**src/rtl/core/rtpt_pkg.sv**
```systemverilog
`timescale 1ns / 1ps
// shared types, constants and defaults for the touch press tracker
// no dependencies

package rtpt_pkg;

    localparam int DEF_POINT_DEPTH = 64;
    localparam int DEF_SEND_PERIOD = 8;

    localparam int CFG_IDX_W  = 3;
    localparam int CFG_DATA_W = 9;

    localparam logic [CFG_IDX_W-1:0] CFG_INVERT_X      = 3'd0;
    localparam logic [CFG_IDX_W-1:0] CFG_INVERT_Y      = 3'd1;
    localparam logic [CFG_IDX_W-1:0] CFG_SWAP_XY       = 3'd2;
    localparam logic [CFG_IDX_W-1:0] CFG_MOVE_THRESHOLD = 3'd3;
    localparam logic [CFG_IDX_W-1:0] CFG_RELEASE_LEVEL  = 3'd4;

    localparam logic [8:0] RST_MOVE_THRESHOLD = 9'd10;
    localparam logic [7:0] RST_RELEASE_LEVEL  = 8'hf0;

    localparam logic [5:0] COUNT_SAT     = 6'd63;
    localparam int         GESTURE_MIN   = 3;

    typedef enum logic [1:0] {
        KIND_PRESSED  = 2'd0,
        KIND_GESTURE  = 2'd1,
        KIND_RELEASED = 2'd2
    } report_kind_t;

    typedef struct packed {
        logic [9:0] sample_first;
        logic [9:0] sample_second;
    } sample_req_t;

    typedef struct packed {
        report_kind_t report_kind;
        logic [7:0]   pos_x;
        logic [7:0]   pos_y;
        logic [5:0]   point_count;
        logic         last_of_run;
    } report_t;

    typedef struct packed {
        logic       invert_x;
        logic       invert_y;
        logic       swap_xy;
        logic [8:0] move_threshold;
        logic [7:0] release_level;
    } cfg_t;

    typedef struct packed {
        logic [1:0] n;
        report_t    r0;
        report_t    r1;
    } push_t;

endpackage

```
**src/rtl/core/rtpt_track.sv**
```systemverilog
`timescale 1ns / 1ps
// input register, tracking state and per-tick report logic
// depends on rtpt_pkg

module rtpt_track
    import rtpt_pkg::*;
#(
    parameter int POINT_DEPTH = DEF_POINT_DEPTH,
    parameter int SEND_PERIOD = DEF_SEND_PERIOD
) (
    input  logic        aclk,
    input  logic        aresetn,
    input  logic        s_valid,
    output logic        s_ready,
    input  sample_req_t s_data,
    input  cfg_t        cfg,
    input  logic        room,
    output push_t       push
);

    localparam int CW = $clog2(POINT_DEPTH);
    localparam int PW = (SEND_PERIOD > 1) ? $clog2(SEND_PERIOD) : 1;
    localparam logic [CW:0]   DEPTH_C = (CW + 1)'(POINT_DEPTH);
    localparam logic [PW:0]   PERIOD_C = (PW + 1)'(SEND_PERIOD);

    logic              in_vld_reg;
    sample_req_t       in_reg;
    logic              advance;

    logic [7:0]        sx_reg, sy_reg, sx_next, sy_next;
    logic [7:0]        tx_reg, ty_reg, tx_next, ty_next;
    logic [CW-1:0]     cnt_reg, cnt_next;
    logic              pressed_reg, pressed_next;
    logic [7:0]        tick_reg, tick_next;
    logic [PW-1:0]     phase_reg, phase_next;

    logic [7:0]        a, b, x, y, xi, yi, dx, dy;
    logic [8:0]        span;
    logic              touch, moved, store, send, gest;
    logic [CW:0]       cnt_inc;
    logic [PW:0]       phase_inc;
    logic [8:0]        cnt_wide;
    logic [5:0]        cnt_sat;
    report_t           rep_press, rep_gest, rep_rel;

    assign advance = in_vld_reg & room;
    assign s_ready = ~in_vld_reg | room;

    always_ff @(posedge aclk) begin
        if (!aresetn) begin
            in_vld_reg <= 1'b0;
        end else if (s_valid && s_ready) begin
            in_vld_reg <= 1'b1;
        end else if (advance) begin
            in_vld_reg <= 1'b0;
        end
        if (s_valid && s_ready) begin
            in_reg <= s_data;
        end
    end

    always_comb begin
        a  = in_reg.sample_first[9:2];
        b  = in_reg.sample_second[9:2];
        x  = cfg.swap_xy ? b : a;
        y  = cfg.swap_xy ? a : b;
        touch = (x < cfg.release_level) && (y < cfg.release_level);
        xi = cfg.invert_x ? ~x : x;
        yi = cfg.invert_y ? ~y : y;
        dx = (sx_reg > xi) ? sx_reg - xi : xi - sx_reg;
        dy = (sy_reg > yi) ? sy_reg - yi : yi - sy_reg;
        span  = {1'b0, dx} + {1'b0, dy};
        moved = (cnt_reg != '0) && (span > cfg.move_threshold);
        store = (cnt_reg == '0) || moved;
        cnt_inc = {1'b0, cnt_reg} + 1'b1;

        tick_next = tick_reg + 8'd1;
        phase_inc = {1'b0, phase_reg} + 1'b1;
        if (tick_next == 8'd0 || phase_inc == PERIOD_C) begin
            phase_next = '0;
        end else begin
            phase_next = phase_inc[PW-1:0];
        end

        cnt_wide = 9'(cnt_reg);
        cnt_sat  = (cnt_wide > 9'(COUNT_SAT)) ? COUNT_SAT : cnt_wide[5:0];
        gest     = cnt_wide > 9'(GESTURE_MIN);

        sx_next = sx_reg;
        sy_next = sy_reg;
        tx_next = tx_reg;
        ty_next = ty_reg;
        cnt_next = cnt_reg;
        pressed_next = pressed_reg;
        send = 1'b0;

        if (touch) begin
            tx_next = xi;
            ty_next = yi;
            pressed_next = 1'b1;
            if (store) begin
                sx_next = xi;
                sy_next = yi;
                cnt_next = (cnt_inc == DEPTH_C) ? '0 : cnt_inc[CW-1:0];
            end
            send = (cnt_next == '0) || moved || (phase_next == '0);
        end else begin
            if (gest || pressed_reg) begin
                cnt_next = '0;
            end
            pressed_next = 1'b0;
        end

        rep_press = '{report_kind: KIND_PRESSED, pos_x: xi, pos_y: yi,
                      point_count: 6'd0, last_of_run: 1'b1};
        rep_gest  = '{report_kind: KIND_GESTURE, pos_x: 8'd0, pos_y: 8'd0,
                      point_count: cnt_sat, last_of_run: ~pressed_reg};
        rep_rel   = '{report_kind: KIND_RELEASED, pos_x: tx_reg, pos_y: ty_reg,
                      point_count: 6'd0, last_of_run: 1'b1};

        push.r1 = rep_rel;
        if (touch) begin
            push.r0 = rep_press;
            push.n  = {1'b0, send};
        end else begin
            push.r0 = gest ? rep_gest : rep_rel;
            push.n  = 2'({1'b0, gest} + {1'b0, pressed_reg});
        end
        if (!advance) begin
            push.n = 2'd0;
        end
    end

    always_ff @(posedge aclk) begin
        if (!aresetn) begin
            sx_reg      <= '0;
            sy_reg      <= '0;
            tx_reg      <= '0;
            ty_reg      <= '0;
            cnt_reg     <= '0;
            pressed_reg <= 1'b0;
            tick_reg    <= '0;
            phase_reg   <= '0;
        end else if (advance) begin
            sx_reg      <= sx_next;
            sy_reg      <= sy_next;
            tx_reg      <= tx_next;
            ty_reg      <= ty_next;
            cnt_reg     <= cnt_next;
            pressed_reg <= pressed_next;
            tick_reg    <= tick_next;
            phase_reg   <= phase_next;
        end
    end

endmodule

```
**src/rtl/core/rtpt_fifo.sv**
```systemverilog
`timescale 1ns / 1ps
// four-entry report queue taking up to two reports per cycle
// depends on rtpt_pkg

module rtpt_fifo
    import rtpt_pkg::*;
(
    input  logic    aclk,
    input  logic    aresetn,
    input  push_t   push,
    output logic    room,
    output logic    m_valid,
    input  logic    m_ready,
    output report_t m_data
);

    report_t     mem_reg [4];
    logic [1:0]  wr_reg, wr_next;
    logic [1:0]  rd_reg, rd_next;
    logic [2:0]  cnt_reg, cnt_next;
    logic        pop;

    assign m_valid = cnt_reg != 3'd0;
    assign m_data  = mem_reg[rd_reg];
    assign pop     = m_valid & m_ready;
    assign room    = cnt_reg <= 3'd2;

    always_comb begin
        wr_next  = wr_reg + push.n;
        rd_next  = rd_reg + {1'b0, pop};
        cnt_next = cnt_reg + {1'b0, push.n} - {2'b00, pop};
    end

    always_ff @(posedge aclk) begin
        if (!aresetn) begin
            wr_reg  <= '0;
            rd_reg  <= '0;
            cnt_reg <= '0;
        end else begin
            wr_reg  <= wr_next;
            rd_reg  <= rd_next;
            cnt_reg <= cnt_next;
        end
        if (push.n != 2'd0) begin
            mem_reg[wr_reg] <= push.r0;
        end
        if (push.n == 2'd2) begin
            mem_reg[wr_reg + 2'd1] <= push.r1;
        end
    end

endmodule

```
**src/rtl/core/resistive_touch_press_tracker.sv**
```systemverilog
`timescale 1ns / 1ps
// top level of the touch press tracker: configuration registers and wiring
// depends on rtpt_pkg, rtpt_track, rtpt_fifo
//
// usage:
//   s_ channel: one request per poll tick, two 10-bit converter readings
//   m_ channel: zero, one or two reports per tick, in order
//   cfg channel: register index and data, always ready; write only while idle
//   a request is registered on acceptance, evaluated from the input register
//   once the queue has room, and its reports are written into the queue,
//   from which the first report is presented
//   throughput: one request per cycle while the receiver keeps up
//   the four-entry report queue decides s_ready: it drops when fewer than
//   two free slots remain and the input register is full
//   a stalled receiver fills the queue and then holds off new requests;
//   no report is lost
//   reset clears the tracking state, the queue and restores register
//   defaults (threshold 10, release level 240)

module resistive_touch_press_tracker
    import rtpt_pkg::*;
#(
    parameter int POINT_DEPTH = DEF_POINT_DEPTH,
    parameter int SEND_PERIOD = DEF_SEND_PERIOD
) (
    input  logic                  aclk,
    input  logic                  aresetn,
    input  logic                  s_valid,
    output logic                  s_ready,
    input  sample_req_t           s_data,
    output logic                  m_valid,
    input  logic                  m_ready,
    output report_t               m_data,
    input  logic                  cfg_valid,
    output logic                  cfg_ready,
    input  logic [CFG_IDX_W-1:0]  cfg_index,
    input  logic [CFG_DATA_W-1:0] cfg_data
);

    cfg_t  cfg_reg;
    push_t push;
    logic  room;

    assign cfg_ready = 1'b1;

    always_ff @(posedge aclk) begin
        if (!aresetn) begin
            cfg_reg <= '{invert_x: 1'b0, invert_y: 1'b0, swap_xy: 1'b0,
                         move_threshold: RST_MOVE_THRESHOLD,
                         release_level: RST_RELEASE_LEVEL};
        end else if (cfg_valid && cfg_ready) begin
            case (cfg_index)
                CFG_INVERT_X:       cfg_reg.invert_x       <= cfg_data[0];
                CFG_INVERT_Y:       cfg_reg.invert_y       <= cfg_data[0];
                CFG_SWAP_XY:        cfg_reg.swap_xy        <= cfg_data[0];
                CFG_MOVE_THRESHOLD: cfg_reg.move_threshold <= cfg_data;
                CFG_RELEASE_LEVEL:  cfg_reg.release_level  <= cfg_data[7:0];
                default: begin
                end
            endcase
        end
    end

    rtpt_track #(
        .POINT_DEPTH (POINT_DEPTH),
        .SEND_PERIOD (SEND_PERIOD)
    ) u_track (
        .aclk    (aclk),
        .aresetn (aresetn),
        .s_valid (s_valid),
        .s_ready (s_ready),
        .s_data  (s_data),
        .cfg     (cfg_reg),
        .room    (room),
        .push    (push)
    );

    rtpt_fifo u_fifo (
        .aclk    (aclk),
        .aresetn (aresetn),
        .push    (push),
        .room    (room),
        .m_valid (m_valid),
        .m_ready (m_ready),
        .m_data  (m_data)
    );

endmodule
```
**config.mk**
```make
export PLATFORM = sky130hd
export DESIGN_NAME = resistive_touch_press_tracker
export DESIGN_NICKNAME = d
export VERILOG_FILES = /design/src/rtl/core/rtpt_pkg.sv /design/src/rtl/core/rtpt_track.sv /design/src/rtl/core/rtpt_fifo.sv /design/src/rtl/core/resistive_touch_press_tracker.sv
export SDC_FILE = /design/constraint.sdc
export NUM_CORES = 1
export LEC_CHECK = 0
export CORE_MARGIN = 10
export CORE_UTILIZATION = 58
export CTS_BUF_LIST = sky130_fd_sc_hd__clkbuf_16
export DETAILED_ROUTE_END_ITERATION = 12
export DONT_BUFFER_PORTS = 1
export PLACE_DENSITY = 0.76
export SLEW_MARGIN = 20
export SYNTH_ARGS = -nofsm -noshare
export SYNTH_HDL_FRONTEND = slang
export SYNTH_SLANG_ARGS = --single-unit
```
**constraint.sdc**
```tcl
create_clock -name aclk -period 7.9 [get_ports aclk]
set_input_delay 0.79 -clock aclk [delete_from_list [all_inputs] [get_ports aclk]]
set_output_delay 0.79 -clock aclk [all_outputs]
set_load 0.05 [all_outputs]
```
Word-level counts from Yosys, hierarchy flattened
Memories as Yosys holds them, arrays and structs flattened. A register that Yosys moved wholly into a read port is not among the register bits.
Index checks and enable logic that the tools add are counted.
Word-level totals
  word-level logic and storage cells: 104
  register bits after elaboration: 98
  output and inout bits: 28
  input port bits: 37
  memories kept: 1
  memory bits (writable): 100
Operators by class
  add/subtract/negate cells: 14
  magnitude comparators: 7
  reductions and logical operators: 26
  bitwise logic cells: 7
  multiplexer cells: 23
  equality and inequality tests: 7
Memory list
  u_fifo.mem_reg: words 4, bits a word 25, read ports 1, clocked after Yosys merged registers in 1, write ports 2, line rtpt_fifo.sv:17  | report_t mem_reg [4];
Operators with widths (count)
  2-to-1 mux 8 bit: 6
  subtractor 8 bit: 4
  2-to-1 mux 6 bit: 5
  2-to-1 mux 27 bit: 1
  2-to-1 mux 25 bit: 1
  > comparator 8 bit: 2
  < comparator 8 bit: 2
  inverter 8 bit: 2
  AND reduction 2 bit: 7
  zero test 6 bit: 2
  adder 8 x 8 -> 9 bit: 1
  > comparator 9 bit: 1
  adder 8 x 1 -> 8 bit (second input constant): 1
  zero test 8 bit: 1
  adder 6 x 1 -> 7 bit (second input constant): 1
  == test 7 bit (second input constant): 1
  2-to-1 mux 1 bit: 7
  == test 3 x 2 -> 1 bit (second input constant): 2
  > comparator 6 x 2 -> 1 bit (second input constant): 1
  zero test 3 bit: 2
  nonzero test 2 bit: 3
  nonzero test 6 bit: 1
  logical OR 1 bit: 5
  adder 3 x 1 -> 4 bit (second input constant): 1
  19 further kinds: 24

Depth between registers and ports, before layout
Gate-level depths: netlist (run 1).
  depth in word-level cells: 19
  mapped depth: 39
  depth with buffers taken out: 37

Modules after synthesis
From an unflattened synthesis (run 1), not the netlist that was laid out.
Unflattened totals
  cell total of the unflattened synthesis: 1066
  area total of the unflattened synthesis: 11750.0 um2
Modules (own cells, without submodules)
  rtpt_track: sequential area each 1501.4 um2, times used 1, area each 5515.3 um2, cells an instance 686
  rtpt_fifo: sequential area each 3143.0 um2, times used 1, area each 5362.6 um2, cells an instance 292
  resistive_touch_press_tracker: sequential area each 400.4 um2, times used 1, area each 872.1 um2, cells an instance 88

Worst setup path after synthesis (run 1)
OpenSTA, ideal clock, no wires.
  path kind: reg2reg
  from: register cfg_reg[17] in the netlist's numbering
  to: register u_fifo.cnt_reg[1]
  slack: 0.359 ns
  clock period less this slack: 7.541 ns
  data required time: 7.785 ns
  stages on the path, launching flop included: 34
  setup time: 0.115 ns
  arrival time: 7.426 ns
  cells stage by stage: dfxtp_1 buf_4 buf_1 mux2i_1 xor2_1 inv_1 ha_1 a21o_1 a221o_1 o221ai_1 a21oi_2 mux2_2 ha_1 a21o_1 a21oi_1 o21bai_1 a21oi_1 o21bai_1 a21oi_1 xnor2_1 ha_1 nand3_1 or4_4 o2111ai_2 nand2_2 a221o_1 a31o_2 o21ai_0 a21o_1 ha_1 inv_1 ha_1 fa_1 and2_1
On the way
  word-level cells in the longest chain between the ends: 18
RTL lines
  start, declared: line resistive_touch_press_tracker.sv:40  | cfg_t cfg_reg;
  start signal, assigned: line resistive_touch_press_tracker.sv:48  | cfg_reg <= '{invert_x: 1'b0, invert_y: 1'b0, swap_xy: 1'b0,
  2-to-1 mux 8 bit (*): line rtpt_track.sv:65  | x = cfg.swap_xy ? b : a;
  inverter 8 bit: line rtpt_track.sv:68  | xi = cfg.invert_x ? ~x : x;
  2-to-1 mux 8 bit (*): line rtpt_track.sv:68
  net u_track.xi[5]: line rtpt_track.sv:37  | logic [7:0] a, b, x, y, xi, yi, dx, dy;
  subtractor 8 bit / > comparator 8 bit (equally long branches): line rtpt_track.sv:70  | dx = (sx_reg > xi) ? sx_reg - xi : xi - sx_reg;
  2-to-1 mux 8 bit (*): line rtpt_track.sv:70
  adder 8 x 8 -> 9 bit (*): line rtpt_track.sv:72  | span = {1'b0, dx} + {1'b0, dy};
  > comparator 9 bit (*): line rtpt_track.sv:73  | moved = (cnt_reg != '0) && (span > cfg.move_threshold);
  (+3 left out)
  2-to-1 mux 6 bit: line rtpt_track.sv:97  | if (touch) begin
  zero test 6 bit: line rtpt_track.sv:106  | send = (cnt_next == '0) || moved || (phase_next == '0);
  logical OR 1 bit (*) (2 in a row): line rtpt_track.sv:106
  2-to-1 mux 27 bit (*): line rtpt_track.sv:122  | if (touch) begin
  2-to-1 mux 2 bit (*): line rtpt_track.sv:129  | if (!advance) begin
  adder 3 x 2 -> 3 bit (*): line rtpt_fifo.sv:31  | cnt_next = cnt_reg + {1'b0, push.n} - {2'b00, pop};
  subtractor 3 x 1 -> 3 bit (*): line rtpt_fifo.sv:31
  net u_fifo.cnt_next[1]: line rtpt_fifo.sv:20  | logic [2:0] cnt_reg, cnt_next;
  end signal, assigned: line rtpt_fifo.sv:42  | cnt_reg <= cnt_next;
  end, declared: line rtpt_fifo.sv:20
The timed path passes the listed nets; every way through them passes the cells marked *. The select of a mux whose other input is x is not followed.
A chain may end at the register's enable or synchronous reset.

Final worst setup path (run 1)
Same ends and word-level chain as after synthesis.

==> reports/metrics.cfg, run 1 <==
[run_status]
status=completed

[place]
placement.io_buffers=0
dp_hpwl_um=18500
dp_cells=1345
postPlaceCellArea_mm2=0.0115
gp_congestion=0.881

[worst_setup_path]
path_common_cell=ha_1
critPathLaunchType=flip-flop
r2r_cells=33
end_kind=flip-flop
crit_type=flip-flop to flip-flop
reg2reg_from=cfg_reg[17]
r2r_setup_slack_ns=0.39
endpoint=u_fifo.cnt_reg[1]
cp_data_arrival_time_ns=7.85
startpoint=cfg_reg[17]
required_ns=8.25
crit_slowest_cell=or4_1
rr_endpoint=u_fifo.cnt_reg[1]
critPathMaxFanout=8
slowest_delay_ns=0.57

[power]
totalPowerFinal_mw=3.63
power.leakage_nw=4.81
power.density_mw_per_mm2=294
vdd_drop_max_mv=0.184

[logic_synthesis]
syn_area_per_cell_um2=9.84
ys_seq_elements=194
synth-edff-count=80
ys_async_sr_fraction=0
synth.distinct_cells=73
synth_cells=1128
yosysSeqAreaShare=0.422
yosysWarnings=0
synth_area_mm2=0.0111
synth_nets=1240
synthFlopType=dfxtp_1

[detailed_routing]
ant_nets=0
via_per_inst=6.03
drc_errors=0
wire_per_inst_um=19.1
drtPass1Iterations=9
first_iter_violations=774
route.vias.total=8346
wirelength_um=26400

[layout]
largest_reg_flops=100
final_area_mm2=0.0124
syn_to_final_growth_pct=11.3
antenna_cells=0
final_util=0.658
drive_above_1_share=0.148
fin_nets=1249
fin_cells=1384

[timing]
setup_tns_ns=0
hold_viol_final=0
drv_slew=0
period_needed_ns=7.51
timing.fmax_mhz=133
tightestPinTransition_ns=1.06
maxSlewHeadroom=0.290
fin_skew_ns=0.0123
setup_viol=0
fin_crit_sh=0.950

[grt]
antenna_found_initial=0
first_global_vias=8130
grt.total_usage=0.212
grt_overflow=0
grt_max_degree=69
grt_first_pass_wirelength_um=41900

[floorplanning]
die_h_um=158
core-area_mm2=0.0188
die_area_mm2=0.0251
start_util=0.592
rows=50
ios=65
die-width_um=158

[clock_network]
clk_pin_slew_ns=0.08
tritoncts=built
insertion_delay_ns=0.45
cts_buffers=17
htreeDepth=4
holdBufCountCts=0
cts-root-buf=clkbuf_16
clock_path_buffers=2
cts_sinks=194

[run]
drv_cap=0

[hold_path]
hp-class=primary input to flip-flop

## worst min path at each step
stage	startpoint	endpoint	slack, ns	cells after the start
6_report	aresetn	cfg_reg[4]	0.43	1
5_1_grt	s_data[3]	u_track.b[1]	0.42	0
4_1_cts	s_data[3]	u_track.b[1]	0.43	0
3_5_place_dp	u_fifo.mem_reg[1][24]	u_fifo.mem_reg[1][24]	0.44	1
3_3_place_gp	u_fifo.mem_reg[0][24]	u_fifo.mem_reg[0][24]	0.43	1
2_1_floorplan	u_fifo.mem_reg[2][24]	u_fifo.mem_reg[2][24]	0.42	1
## per-layer routing
layer / up-vias / GRT usage / share of wire
met3: 40 / 0.0429 / 0.074
met1: 3969 / 0.269 / 0.43
met2: 288 / 0.351 / 0.48
met4: 0 / 0.0759 / 0.020
li1: 4049 / - / -
met5: - / 0 / 0
## repair_timing
action,CTS,global route
setup buffers,0,6
cloned,0,1
gates resized for setup,3,43
endpoints found under the setup margin,2,52
pin swaps,0,6
## cells by family (layout without fill, tap and decap cells)
group	Yosys count	count (layout)	share of synthesized area
buf+inv	150	172	0.0534
flops	194	194	0.422
other cells	1	1	0.000338
mux	89	89	0.109
xor+xnor	47	47	0.0371
fa+ha+maj	75	75	0.0872
compound gates	255	255	0.158
simple gates	317	317	0.133
## final cells by class
class                   instances  area, um2
fillers                      1440       6410
clock buffers                  18        450
clock inverters                14        136
flip-flops and latches        194       4690
inverters                      95        357
well taps                     234        293
repair buffers                 45        368
multi-input cells             784       6060
## placed cells by master, fill, tap and decap left out, types with 6 or more instances in the layout
cell type    n
buf_4       43
a21o_1      16
a22o_1      45
a21oi_1     86
dfxtp_1    113
ha_1        65
o21ai_2     10
mux4_2      25
ha_2         6
inv_8        6
o21ai_0     26
nand2_1    183
nor2b_1      8
clkbuf_16   19
mux2i_2      9
o211ai_1     9
nand2b_1     7
nor3_1      10
xor2_2       8
edfxtp_1    80
nand4_1      7
xor2_1      17
inv_1       95
xnor2_1     21
nor2_1      32
mux2i_1     46
and2_1      13
nand3_1     21
## critical path: cells and delay by family, from the launching register on
kind | cells | cell delay, ns
adders and majority gates | 6 | 1.80
and+or+nand+nor | 8 | 1.79
AOI/OAI and AO/OA | 12 | 2.09
muxes | 2 | 0.53
DFF | 1 | 0.39
buffers and inverters | 3 | 0.31
xor gates and xnor gates | 2 | 0.44
## through the flow
step | setup slack (ns) | hold slack (ns)
after global placement | 0.220 | 0.430
after detailed placement | -0.0163 | 0.438
after global routing | -0.0363 | 0.420
after floorplan | 0.359 | 0.421
final | 0.393 | 0.428
after CTS | 0.0283 | 0.426
## cells in the mapped netlist, types with 6 or more instances
library cell    n  area (um2)
nand2_1       183         687
dfxtp_1       114        2280
inv_1          94         353
a21oi_1        89         445
edfxtp_1       80        2400
ha_1           71         888
mux2i_1        59         591
a22o_1         45         394
clkbuf_1       35         131
nor2_1         34         128
o21ai_0        31         155
mux4_2         25         563
xor2_1         25         219
nand3_1        22         110
xnor2_1        22         193
a21o_1         16         120
and2_1         13        81.3
buf_2          12        60.1
nor3_1         10        50.1
o21ai_2        10        87.6
o211ai_1        9        67.6
nor2b_1         8        50.1
nand2b_1        7        43.8
nand4_1         7        43.8
a211oi_1        6        45.0
## power by group
part	internal (mW)	total, mW	switching (mW)
sequential	1.13	1.19	0.0630
clock	0.439	0.868	0.429
combinational	0.589	1.57	0.986
total	2.16	3.63	1.48
Note: power is estimated with default switching activity, not from simulation.
==> inputs of run 2 (changes only) <==
CORE_MARGIN = default   (was 10)
SYNTH_HIERARCHICAL = 1   (was default)
==> reports/metrics.cfg, run 2 <==
[layout]
fillCellCount=1548
syn_to_final_growth_pct=8.31
mostFrequentLayoutCells=edfxtp_1, mux2_2, nand2_1, inv_1, dfxtp_1
drive_above_1_share=0.209
layout_commonest_cell=edfxtp_1
fin_nets=1159
largest_reg_flops=100
antenna_cells=0

[grt]
grt.total_usage=0.246
grt-busiest-layer=met2
grt_use_met1=0.320
gr-usage-met2=0.423
first_global_vias=7504
grt_first_pass_wirelength_um=38900
met3_usage=0.0374
grt_max_degree=51
antenna_found_initial=0
grt_overflow=0

[power]
totalPowerFinal_mw=3.64
power.leakage_nw=4.86
power.density_mw_per_mm2=286
vdd_drop_max_mv=0.182

[floorplanning]
core-area_mm2=0.0197
ios=65
rows=51
die-width_um=144
die_area_mm2=0.0208
start_util=0.598
die_h_um=144

[clock_network]
holdBufCountCts=0
cts_buffers=17
clk_pin_slew_ns=0.08
cts-root-buf=clkbuf_16
htreeDepth=4
insertion_delay_ns=0.44
cts_sinks=194
clock_path_buffers=2
tritoncts=built

[logic_synthesis]
synth_area_leaders=edfxtp_1, dfxtp_1, mux2_2
synthTopCellsByCount=edfxtp_1, mux2_2, nand2_1, inv_1, dfxtp_1
yosysSeqAreaShare=0.429
yosysWarnings=6
ys_async_sr_fraction=0
synth_cells=1066
synthFlopType=edfxtp_1
synth_top_area_share=0.296
ys_seq_elements=194
synth_most_common_cell=edfxtp_1
syn_area_per_cell_um2=11.0
synth_top_cell_by_area=edfxtp_1
synth.distinct_cells=70
synth-edff-count=116
synth_area_mm2=0.0118

[worst_setup_path]
critPathMaxFanout=25
required_ns=8.09
crit_slowest_cell=ha_1
cp_data_arrival_time_ns=7.67
crit_type=flip-flop to flip-flop
path_common_cell=ha_1
critPathLaunchType=flip-flop
end_kind=flip-flop
slowest_delay_ns=0.42

[detailed_routing]
first_iter_violations=486
wire_per_inst_um=18.5
via_per_inst=5.80
drc_errors=0
ant_nets=0
wirelength_um=24500
drtPass1Iterations=6
route.vias.total=7701

[run_status]
status=completed

[timing]
fin_crit_sh=0.948
maxSlewHeadroom=0.332
tightestPinTransition_ns=1.00
setup_viol=0
drv_slew=0
period_needed_ns=7.49
fin_skew_ns=0.0115
setup_tns_ns=0
timing.fmax_mhz=134
hold_viol_final=0

[hold_path]
hp-class=primary input to flip-flop

[place]
placement.io_buffers=0
dp_hpwl_um=16800
gp_congestion=0.927

[run]
drv_cap=0

==> run 2: repair_timing <==
| item | CTS | global route |
|---|---|---|
| buffers inserted | 0 | 1 |
| resized for setup | 0 | 13 |
| setup endpoints to repair | 0 | 202 |
==> run 2: path summary, 6_finish.rpt <==
check | endpoint | startpoint | depth (start not counted) | slack (ns)
worst max register to register | u_fifo/mem_reg[1][17] | cfg_reg[17] | 30 | 0.41
worst min register to register | cfg_reg[3] | cfg_reg[3] | 2 | 0.46
worst max-delay path | u_fifo/mem_reg[1][17] | cfg_reg[17] | 30 | 0.41
worst min-delay path | u_track/b[5] | s_data[7] | 0 | 0.45
==> run 2: per-stage QoR <==
stage	util	area, um2	setup WS (ns)	instances	hold slack, ns
CTS	0.645	12700	0.163	1327	0.437
global route	0.648	12700	-0.0931	1328	0.431
global placement	0.614	12100	0.311	1295	0.443
detailed placement	0.614	12100	0.216	1295	0.454
finish	0.648	12700	0.413	1328	0.452
floorplan	-	11800	0.0548	1073	0.431
==> run 2: final cells by class <==
class	count	area, um2	share of cell area
timing repair buffer	28	314	0.0247
inverter	86	323	0.0254
clock inverter	15	175	0.0138
multi-input combinational	723	6110	0.480
tap	265	332	0.0261
sequential	194	5050	0.397
clock buffer	17	425	0.0334
==> run 2: where the power goes <==
part           total [mW]  internal [mW]  switching (mW)
Clock               0.861          0.429           0.433
Combinational        1.51          0.601           0.912
Sequential           1.27           1.17          0.0937
==> run 2: critical path, delay by kind of cell (launching register included) <==
family,cells,cell delay [ns]
DFF,1,0.38
muxes,3,1.03
adders and majority gates,3,1.02
AOI/OAI and AO/OA,11,2.14
buffers and inverters,5,0.99
xor gates and xnor gates,2,0.48
and+or+nand+nor,6,1.14
==> run 2: kinds of logic after synthesis <==
kind of cell    Yosys count  synth area share
flops                   194             0.429
fa+ha+maj                72            0.0792
compound gates          149            0.0786
buf+inv                 156            0.0609
mux                     191             0.204
xor+xnor                 44            0.0358
other cells               3          0.000958
simple gates            257             0.111
==> run 2: per-layer routing <==
layer	routed length [um]	up-vias
li1	-	3763
met1	10800	3711
met2	12000	201
met3	1330	26
met4	349	0
met5	0	-
